**config.mk**
```make
export PLATFORM = sky130hd
export DESIGN_NAME = fifo_vertex_cache_miss_counter_flat
export DESIGN_NICKNAME = d
export VERILOG_FILES = /design/src/hw/rtl/fvc_pkg.sv /design/src/hw/rtl/fvc_vertex_if.sv /design/src/hw/rtl/fvc_result_if.sv /design/src/hw/rtl/fvc_ctrl.sv /design/src/hw/rtl/fvc_datapath.sv /design/src/hw/rtl/fifo_vertex_cache_miss_counter.sv /design/src/flat_wrapper.sv
export SDC_FILE = /design/constraint.sdc
export NUM_CORES = 2
export LEC_CHECK = 0
export ABC_AREA = 1
export BUFFER_PORTS_ARGS = -buffer_cell sky130_fd_sc_hd__buf_2
export CAP_MARGIN = 40
export CELL_PAD_IN_SITES_DETAIL_PLACEMENT = 2
export CELL_PAD_IN_SITES_GLOBAL_PLACEMENT = 2
export CORE_MARGIN = 2
export CORE_UTILIZATION = 44
export CTS_CLUSTER_DIAMETER = 60
export DETAILED_ROUTE_END_ITERATION = 8
export GPL_ROUTABILITY_DRIVEN = 0
export PLACE_DENSITY_LB_ADDON = 0.1
export REMOVE_ABC_BUFFERS = 1
export SLEW_MARGIN = 10
export SYNTH_ARGS = -nofsm -noshare
export SYNTH_HDL_FRONTEND = slang
export SYNTH_SLANG_ARGS = --single-unit
export TNS_END_PERCENT = 1
```
**constraint.sdc**
```tcl
create_clock -name clk -period 18.8 [get_ports clk]
set_clock_uncertainty 0.15 [all_clocks]
set_input_delay 0.94 -clock clk [delete_from_list [all_inputs] [get_ports clk]]
set_output_delay 0.94 -clock clk [all_outputs]
set_load 0.01 [all_outputs]
```
**src/hw/rtl/fvc_pkg.sv**
```systemverilog
package fvc_pkg;

  localparam int CACHE_ENTRIES = 32;
  localparam int ID_W          = 32;
  localparam int CNT_W         = 32;

  typedef struct packed {
    logic [ID_W-1:0] vertex_id;
    logic            face_start;
    logic            clear_first;
  } vertex_t;

  typedef struct packed {
    logic             was_hit;
    logic [CNT_W-1:0] miss_total;
    logic [CNT_W-1:0] face_total;
  } result_t;

  typedef enum logic [1:0] {
    S_IDLE,
    S_MATCH,
    S_UPDATE
  } fvc_state_t;

  // controller -> datapath
  typedef struct packed {
    logic accept;  // capture input item, apply clear and face count
    logic match;   // register per-entry compare vector
    logic commit;  // resolve hit, update cache and miss count, load result
  } fvc_cmd_t;

  // datapath -> controller
  typedef struct packed {
    logic out_free;  // result register can take a new item this cycle
  } fvc_status_t;

  function automatic logic [CNT_W-1:0] sat_inc(input logic [CNT_W-1:0] v);
    sat_inc = (v == {CNT_W{1'b1}}) ? v : v + {{(CNT_W-1){1'b0}}, 1'b1};
  endfunction

endpackage

```
**src/hw/rtl/fvc_vertex_if.sv**
```systemverilog
interface fvc_vertex_if;
  logic             valid;
  logic             ready;
  fvc_pkg::vertex_t data;

  modport source(output valid, output data, input ready);
  modport sink(input valid, input data, output ready);
endinterface

```
**src/hw/rtl/fvc_result_if.sv**
```systemverilog
interface fvc_result_if;
  logic             valid;
  logic             ready;
  fvc_pkg::result_t data;

  modport source(output valid, output data, input ready);
  modport sink(input valid, input data, output ready);
endinterface

```
**src/hw/rtl/fvc_ctrl.sv**
```systemverilog
module fvc_ctrl (
  input  logic                clk,
  input  logic                rst,
  input  logic                in_valid,
  output logic                in_ready,
  input  fvc_pkg::fvc_status_t status,
  output fvc_pkg::fvc_cmd_t   cmd
);
  import fvc_pkg::*;

  fvc_state_t state;
  fvc_state_t state_next;

  always_ff @(posedge clk) begin
    if (rst) begin
      state <= S_IDLE;
    end else begin
      state <= state_next;
    end
  end

  always_comb begin
    state_next = state;
    cmd        = '0;
    in_ready   = 1'b0;
    case (state)
      S_IDLE: begin
        in_ready = 1'b1;
        if (in_valid) begin
          cmd.accept = 1'b1;
          state_next = S_MATCH;
        end
      end
      S_MATCH: begin
        cmd.match  = 1'b1;
        state_next = S_UPDATE;
      end
      S_UPDATE: begin
        if (status.out_free) begin
          cmd.commit = 1'b1;
          state_next = S_IDLE;
        end
      end
      default: begin
        state_next = S_IDLE;
      end
    endcase
  end

endmodule

```
**src/hw/rtl/fvc_datapath.sv**
```systemverilog
module fvc_datapath (
  input  logic                 clk,
  input  logic                 rst,
  input  fvc_pkg::fvc_cmd_t    cmd,
  output fvc_pkg::fvc_status_t status,
  input  fvc_pkg::vertex_t     in_data,
  output logic                 out_valid,
  input  logic                 out_ready,
  output fvc_pkg::result_t     out_data
);
  import fvc_pkg::*;

  // entry 0 is newest, entry CACHE_ENTRIES-1 oldest; misses shift in at 0
  logic [ID_W-1:0]          slot [CACHE_ENTRIES];
  logic [CACHE_ENTRIES-1:0] slot_vld;
  logic [CACHE_ENTRIES-1:0] match_vec;
  logic [ID_W-1:0]          cur_id;
  logic [CNT_W-1:0]         miss_cnt;
  logic [CNT_W-1:0]         face_cnt;
  logic                     hit;
  logic [CNT_W-1:0]         miss_cnt_next;

  assign hit           = |match_vec;
  assign miss_cnt_next = hit ? miss_cnt : sat_inc(miss_cnt);
  assign status.out_free = !out_valid || out_ready;

  always_ff @(posedge clk) begin
    if (cmd.accept) begin
      cur_id <= in_data.vertex_id;
    end
    if (cmd.match) begin
      for (int i = 0; i < CACHE_ENTRIES; i++) begin
        match_vec[i] <= slot_vld[i] && (slot[i] == cur_id);
      end
    end
    if (cmd.commit && !hit) begin
      slot[0] <= cur_id;
      for (int i = 1; i < CACHE_ENTRIES; i++) begin
        slot[i] <= slot[i-1];
      end
    end
    if (cmd.commit) begin
      out_data.was_hit    <= hit;
      out_data.miss_total <= miss_cnt_next;
      out_data.face_total <= face_cnt;
    end
  end

  always_ff @(posedge clk) begin
    if (rst) begin
      slot_vld  <= '0;
      miss_cnt  <= '0;
      face_cnt  <= '0;
      out_valid <= 1'b0;
    end else begin
      if (cmd.accept) begin
        if (in_data.clear_first) begin
          slot_vld <= '0;
          miss_cnt <= '0;
          face_cnt <= in_data.face_start ? {{(CNT_W-1){1'b0}}, 1'b1} : '0;
        end else if (in_data.face_start) begin
          face_cnt <= sat_inc(face_cnt);
        end
      end
      if (cmd.commit) begin
        miss_cnt <= miss_cnt_next;
        if (!hit) begin
          slot_vld <= {slot_vld[CACHE_ENTRIES-2:0], 1'b1};
        end
        out_valid <= 1'b1;
      end else if (out_ready) begin
        out_valid <= 1'b0;
      end
    end
  end

endmodule

```
**src/hw/rtl/fifo_vertex_cache_miss_counter.sv**
```systemverilog
// Steps: IDLE captures the input transfer, MATCH registers the compare across all
//   cache entries, and UPDATE does the hit reduction and FIFO shift and loads the result.
// A new item is taken only after the previous one has committed to the result register.
// A stalled result holds the commit step until the result register frees.
// Reset (rst, synchronous, active high): cache empty, both counters zero, no result pending.
module fifo_vertex_cache_miss_counter (
  input logic         clk,
  input logic         rst,
  fvc_vertex_if.sink  vertex,
  fvc_result_if.source result
);
  import fvc_pkg::*;

  fvc_cmd_t    cmd;
  fvc_status_t status;
  logic        ctl_ready;

  // Controller: IDLE takes a transfer, MATCH registers the compare vector,
  // UPDATE commits once the result register is free.
  fvc_ctrl u_ctrl (
    .clk      (clk),
    .rst      (rst),
    .in_valid (vertex.valid),
    .in_ready (ctl_ready),
    .status   (status),
    .cmd      (cmd)
  );

  assign vertex.ready = ctl_ready;

  // Datapath: entry shift line with valid bits, per-entry comparators,
  // saturating miss and face counters and the result register.
  fvc_datapath u_dp (
    .clk       (clk),
    .rst       (rst),
    .cmd       (cmd),
    .status    (status),
    .in_data   (vertex.data),
    .out_valid (result.valid),
    .out_ready (result.ready),
    .out_data  (result.data)
  );

  // A commit always lands a result in the output register.
  a_commit_loads: assert property (@(posedge clk) disable iff (rst)
    cmd.commit |=> result.valid)
    else $error("commit did not load result");

  // A reported miss means the miss counter has moved off zero.
  a_miss_counts: assert property (@(posedge clk) disable iff (rst)
    (result.valid && !result.data.was_hit) |-> (result.data.miss_total != '0))
    else $error("miss reported with zero miss total");

  // One item in flight: no new transfer the cycle after one is taken.
  a_one_in_flight: assert property (@(posedge clk) disable iff (rst)
    (vertex.valid && vertex.ready) |=> !vertex.ready)
    else $error("input accepted while item in flight");

  // Controller issues at most one command per cycle.
  a_cmd_onehot: assert property (@(posedge clk) disable iff (rst)
    $onehot0({cmd.accept, cmd.match, cmd.commit}))
    else $error("overlapping commands");

endmodule
```
**src/flat_wrapper.sv**
```systemverilog
// flat-port wrapper written by rule: the top's interface ports become plain ports
module fifo_vertex_cache_miss_counter_flat import fvc_pkg::*;
  (clk, rst, vertex_valid, vertex_data, vertex_ready, result_valid, result_data, result_ready);
  fvc_vertex_if vertex_i ();
  fvc_result_if result_i ();
  input logic clk;
  input logic rst;
  input wire logic [$bits(vertex_i.valid)-1:0] vertex_valid;
  input wire logic [$bits(vertex_i.data)-1:0] vertex_data;
  output wire logic [$bits(vertex_i.ready)-1:0] vertex_ready;
  output wire logic [$bits(result_i.valid)-1:0] result_valid;
  output wire logic [$bits(result_i.data)-1:0] result_data;
  input wire logic [$bits(result_i.ready)-1:0] result_ready;
  assign vertex_i.valid = vertex_valid;
  assign vertex_i.data = vertex_data;
  assign vertex_ready = vertex_i.ready;
  assign result_valid = result_i.valid;
  assign result_data = result_i.data;
  assign result_i.ready = result_ready;
  fifo_vertex_cache_miss_counter u_core (.clk(clk), .rst(rst), .vertex(vertex_i), .result(result_i));
endmodule
```
* Word level (Yosys, flattened, before mapping)
Memories as Yosys holds them, arrays and structs flattened.
Cells that the tools add are included.
** Storage, ports and cells
- Register bits :: 228
- Latch bits :: 0
- Memory bits (writable) :: 1024
- ROM bits :: 0
- Input port bits :: 38
- Output and inout bits :: 67
- Logic and storage cells :: 123
- Memories :: 1
** Cells by class
- $add $sub $neg :: 2
- $mul :: 0
- Div/mod/pow operators :: 0
- Magnitude comparators :: 0
- Eq/ne operators :: 39
- Shift-type cells :: 0
- Multiplexer cells :: 26
- Bitwise gates (word level) :: 0
- Reductions and logical operators :: 45
** Memories
- u_core.u_dp.slot :: words 32, bits a word 32, read ports 32, clocked after memory_dff 0, write ports 32, RTL line fvc_datapath.sv:14 : logic [ID_W-1:0] slot [CACHE_ENTRIES];
** Operators with widths (number)
- $eq A32 B32 Y1 :: 32
- $mux W32 :: 12
- $add A32 B1 Y32 const B :: 2
- $eq A32 B32 Y1 const B :: 2
- $logic_and A1 B1 Y1 :: 33
- $reduce_or A32 Y1 :: 1
- $mux W1 :: 11
- $reduce_bool A2 Y1 :: 4
- $pmux W2 S3 :: 1
- $mux W2 :: 2
- $ne A2 B2 Y1 const B :: 2
- $reduce_and A2 Y1 :: 2
- $reduce_and A3 Y1 :: 1
- $eq A2 B1 Y1 const B :: 1
- $eq A2 B2 Y1 const B :: 1
- $logic_not A1 Y1 :: 2
- $logic_not A2 Y1 :: 1
- $ne A2 B1 Y1 const B :: 1
- $logic_or A1 B1 Y1 :: 1

* Logic depth before layout (Yosys ltp)
- Depth in word-level cells :: 7
- Depth in mapped cells :: 12
- Mapped depth without buffers :: 12

* Hierarchy
Synthesis repeated with hierarchy kept, for this count alone.
** Second synthesis, totals
- Cells, all modules :: 4568
- Area total of the unflattened synthesis :: 53999.3 um^2
** Modules (own cells, without submodules)
- fvc_datapath :: times used 1, cells each 4552, area an instance 53889.2 um^2, seq. area each 36565.1 um^2
- fvc_ctrl :: times used 1, cells each 16, area an instance 110.1 um^2, seq. area each 40.0 um^2

* Least setup slack after synthesis
Ideal clock, no wire load.
- Kind :: input to register
- From :: in result_ready
- To :: mem u_core.u_dp.slot[0][0], enable pin
- Library setup time :: 0.951 ns
- Data arrival time :: 13.152 ns
- Data required time :: 17.699 ns
- Path slack :: 4.547 ns
- Stages on the path :: 5
- Path buffers :: 1
- Cells stage by stage :: nor2_1 > inv_1 > nand2_1 > nor2_4 > buf_2
** RTL lines
- start, declared :: RTL line flat_wrapper.sv:13 : input wire logic [$bits(result_i.ready)-1:0] result_ready;
- end, declared :: RTL line fvc_datapath.sv:14

==> metrics.md <==
| Metric | Value |
|---|---|
| Average size of a mapped cell | about 12 sq um |
| Starting DRT DRC Count | approximately 5,000 |
| Final hold violation count | 0 |
| Total power draw | 6.14 mW |
| Clock Path Buffers | 3 |
| Netlist cell types | 53 |
| RSZ-0062 raised after global routing | no |
| Post-CTS Setup Bufs | 0 |
| Clock share of power | 45.3% |
| Worst setup path category | register to register |
| Slew Viols, Final | 0 |
| CTS H-tree depth | 4 |
| DRC Markers | 0 |
| Initial Utilization | 44.3% |
| GRT Residual Overflow | 0 |
| Number of synthesized flops with an enable pin | between 1,000 and 1,500 |
| Clock latency on the worst-skew pair | 0.79 ns |
| Critical path fanouts, max | 170 |
| Setup Viol. Count Final | 0 |
| Cell Int Power | 4.70 mW |
| Yosys reg bits | 1,252 |
| Required @ worst endpoint | 19.10 ns |
| Clk root buf | clkbuf_16 |
| Core area | 0.122 sq mm |
| Peak Freq | between 150 and 200 MHz |
| P per Cell Area | 101 mW/mm^2 |
| Pin count of the biggest net entering global routing | just over 200 |
| Max Cap Viol | 0 |
| Finished Cell Area | 0.0611 sq mm |
| Layout cells sized above 1 | 12.9% |
| Mapped Area | 0.0539 sq mm |
| Placed cell areas | 0.0564 sq mm |
| Worst EP arrival | 6.09 ns |
| Max-Slew Margin vs Limit | 26.7% |
| Main synth FF type | edfxtp_1 |
| Row cnt | approximately 130 |
| Syn Inst Count | about 4,600 |
| Routed WL | 221,000 um |
| CTS tree | done |
| Number of global-route vias before repair | 42,660 |
| CTS buffer count | between 100 and 150 |
| Placed Cells | 6,173 |
| Nets@finish | 4,737 |
| Hold buffer count at CTS | 0 |
| Max VDD drop | 0.0825 mV |
| Switching Fraction | 23.4% |
| Via density per instance | 6.33 |
| Cell taking the most area after synthesis | edfxtp_1 |
| Fin crit share | 30.8% |
| Vias | 40,720 |
| Least-Margin Pin Slew | 1.10 ns |
| Die area | approximately 0.13 sq mm |
| First-pass GRT wire length | 313,000 um |
| Sequential share of power | between 40% and 50% |
| I/O pins | 105 |
| Initial antenna violation count | 11 |
| Pleak | 20.3 nW |
| Run status | completed |
| GR Util All Layers | roughly a third |
| Top-area cell type share of the netlist area | 64.2% |
| Ys Warns | 0 |
| Cts repair resizes | 0 |
| Top post-synthesis cells by area | edfxtp_1 64%, nand2_1 6.1%, dfxtp_1 3.7%, nor2_1 3.2%, xnor2_1 2.5% |
| Period minus WS final | just under 6 ns |
| Sequential share of the synthesized area | between 60% and 70% |
| First-pass iteration count of the detailed router | 5 |
| Synth-to-Final Area Change | 13.2% |
| IO buf count | 104 |
| Clock-pin slew on the worst setup and hold paths | 0.06 ns |
| P_sw | 1.44 mW |
| Min-Delay Path Class | input port to register |
| CTS sink cnt | roughly 1,300 |
| Die height | 354 um |
| Post-detail-place hpwl | 146,000 um |
| Layout Cells excl Fill | 6,436 |
| Routed WL per cell | ~34 um |
| Routed Antenna Nets | 0 |
| Gate power share | 5.6% |
| Die outline width | 354 um |
| Crit. End Element | register |
| Asr flop ratio synth | 0% |
| Critical path startpoint category | register |
-- placed cells by master, fill, tap and decap left out, types with 103 or more instances in the layout --
master	n
buf_2	103
clkbuf_16	149
edfxtp_1	1153
inv_1	134
nand2_1	881
nand3_1	186
nor2_1	459
o21ai_0	250
o22ai_1	159
or2_2	128
xnor2_1	152
xor2_1	122
-- cells by family (layout without fill, tap and decap cells) --
kind of cell | Yosys count | count (layout) | share of synthesized area, %
adders and majority gates | 2 | 2 | 0.0464
and+or+nand+nor | 1873 | 1873 | 15.2
buffers and inverters | 388 | 625 | 3.05
DFF | 1252 | 1252 | 67.9
xor gates and xnor gates | 274 | 274 | 4.45
other | 0 | 4 | 0
AOI/OAI and AO/OA | 781 | 781 | 9.36
-- synth_stat cells (7+ instances only) --
| library cell | number |
|---|---|
| nand3_2 | 12 |
| nand3_1 | 186 |
| o21ai_2 | 10 |
| dfxtp_1 | 99 |
| a211oi_1 | 52 |
| buf_2 | 93 |
| inv_2 | 17 |
| edfxtp_1 | 1153 |
| o21ai_1 | 11 |
| nand4_1 | 49 |
| o22ai_1 | 159 |
| nand2_1 | 882 |
| o21ai_0 | 250 |
| a21oi_1 | 88 |
| a221oi_1 | 66 |
| or2_2 | 128 |
| xor2_1 | 122 |
| clkinv_1 | 9 |
| a22o_1 | 99 |
| nor2_1 | 459 |
| and2_1 | 16 |
| xnor2_1 | 152 |
| clkbuf_1 | 107 |
| nand2_2 | 8 |
| inv_1 | 144 |
| o221ai_1 | 9 |
| nor3_1 | 42 |
| nor4_1 | 50 |
| o2111ai_1 | 22 |
| o211ai_1 | 10 |
| nor2_2 | 14 |
| nand3b_1 | 7 |
-- per-stage QoR --
step	utilization, %	setup WS (ns)	setup TNS (ns)	hold WS (ns)
after CTS	50.1	13.04	0	0.137
after global routing	50.2	12.71	0	0.161
final	50.2	13.02	0	0.179
after floorplan	-	-1.87	-50.63	0.276
after global placement	46.1	13.14	0	0.297
after detailed placement	46.3	13.07	0	0.302
-- power groups by stage --
stage,clock network [mW],registers [mW],logic [mW]
4_1_cts,2.81,3.02,0.334
5_1_grt,2.90,3.02,0.356
3_5_place_dp,0,3.08,0.330
3_3_place_gp,0,3.08,0.311
2_1_floorplan,0,3.09,0.136
6_report,2.78,3.02,0.345
-- worst paths after layout --
path | to | slack [ns] | start | cells past startpoint
max | u_core.u_dp.slot[1][492] | 13.02 | u_core.u_dp.match_vec[29] | 12
min | u_core.u_dp.cur_id[17] | 0.18 | vertex_data[19] | 1
max reg2reg | u_core.u_dp.slot[1][492] | 13.02 | u_core.u_dp.match_vec[29] | 12
min reg2reg | u_core.u_dp.slot[1][350] | 0.31 | u_core.u_dp.slot[1][318] | 0
-- flip-flops by register name, indices dropped and copies added (netlist names) --
signal	flops
u_core.u_ctrl.state	2
u_core.u_dp.cur_id	32
u_core.u_dp.face_cnt	32
u_core.u_dp.match_vec	32
u_core.u_dp.miss_cnt	32
u_core.u_dp.out_data	65
u_core.u_dp.out_valid	1
u_core.u_dp.slot	1024
u_core.u_dp.slot_vld	32
-- final cells by class --
class | instances | area, sq um
inverters | 170 | 641
multi-input cells | 2930 | 15700
fillers | 11930 | 60600
clock buffers | 188 | 3950
flip-flops and latches | 1252 | 36600
clock inverters | 66 | 604
diodes | 4 | 10.0
repair buffers | 201 | 1540
well taps | 1625 | 2030
-- worst max-delay path, stage by stage (launching register included) --
cell      delay, ns
edfxtp_1       0.37
nor2_1         0.14
nand2_1        0.08
nor2_1         0.25
nand2_1        0.16
nor2_4         0.17
buf_4          0.52
inv_2          0.40
nor2_4         0.57
buf_4          0.79
buf_12         0.64
buf_4          0.53
buf_16         0.31
-- metal layers --
metal / track usage [%] / wire [um] / vias to the layer above
met5: 0 / 37 / -
met4: 14.7 / 9400 / 6
met3: 6.40 / 18500 / 497
met2: 55.9 / 104000 / 2024
met1: 46.7 / 89000 / 21479
li1: - / - / 16714
Note: power is estimated with default switching activity, not from simulation.
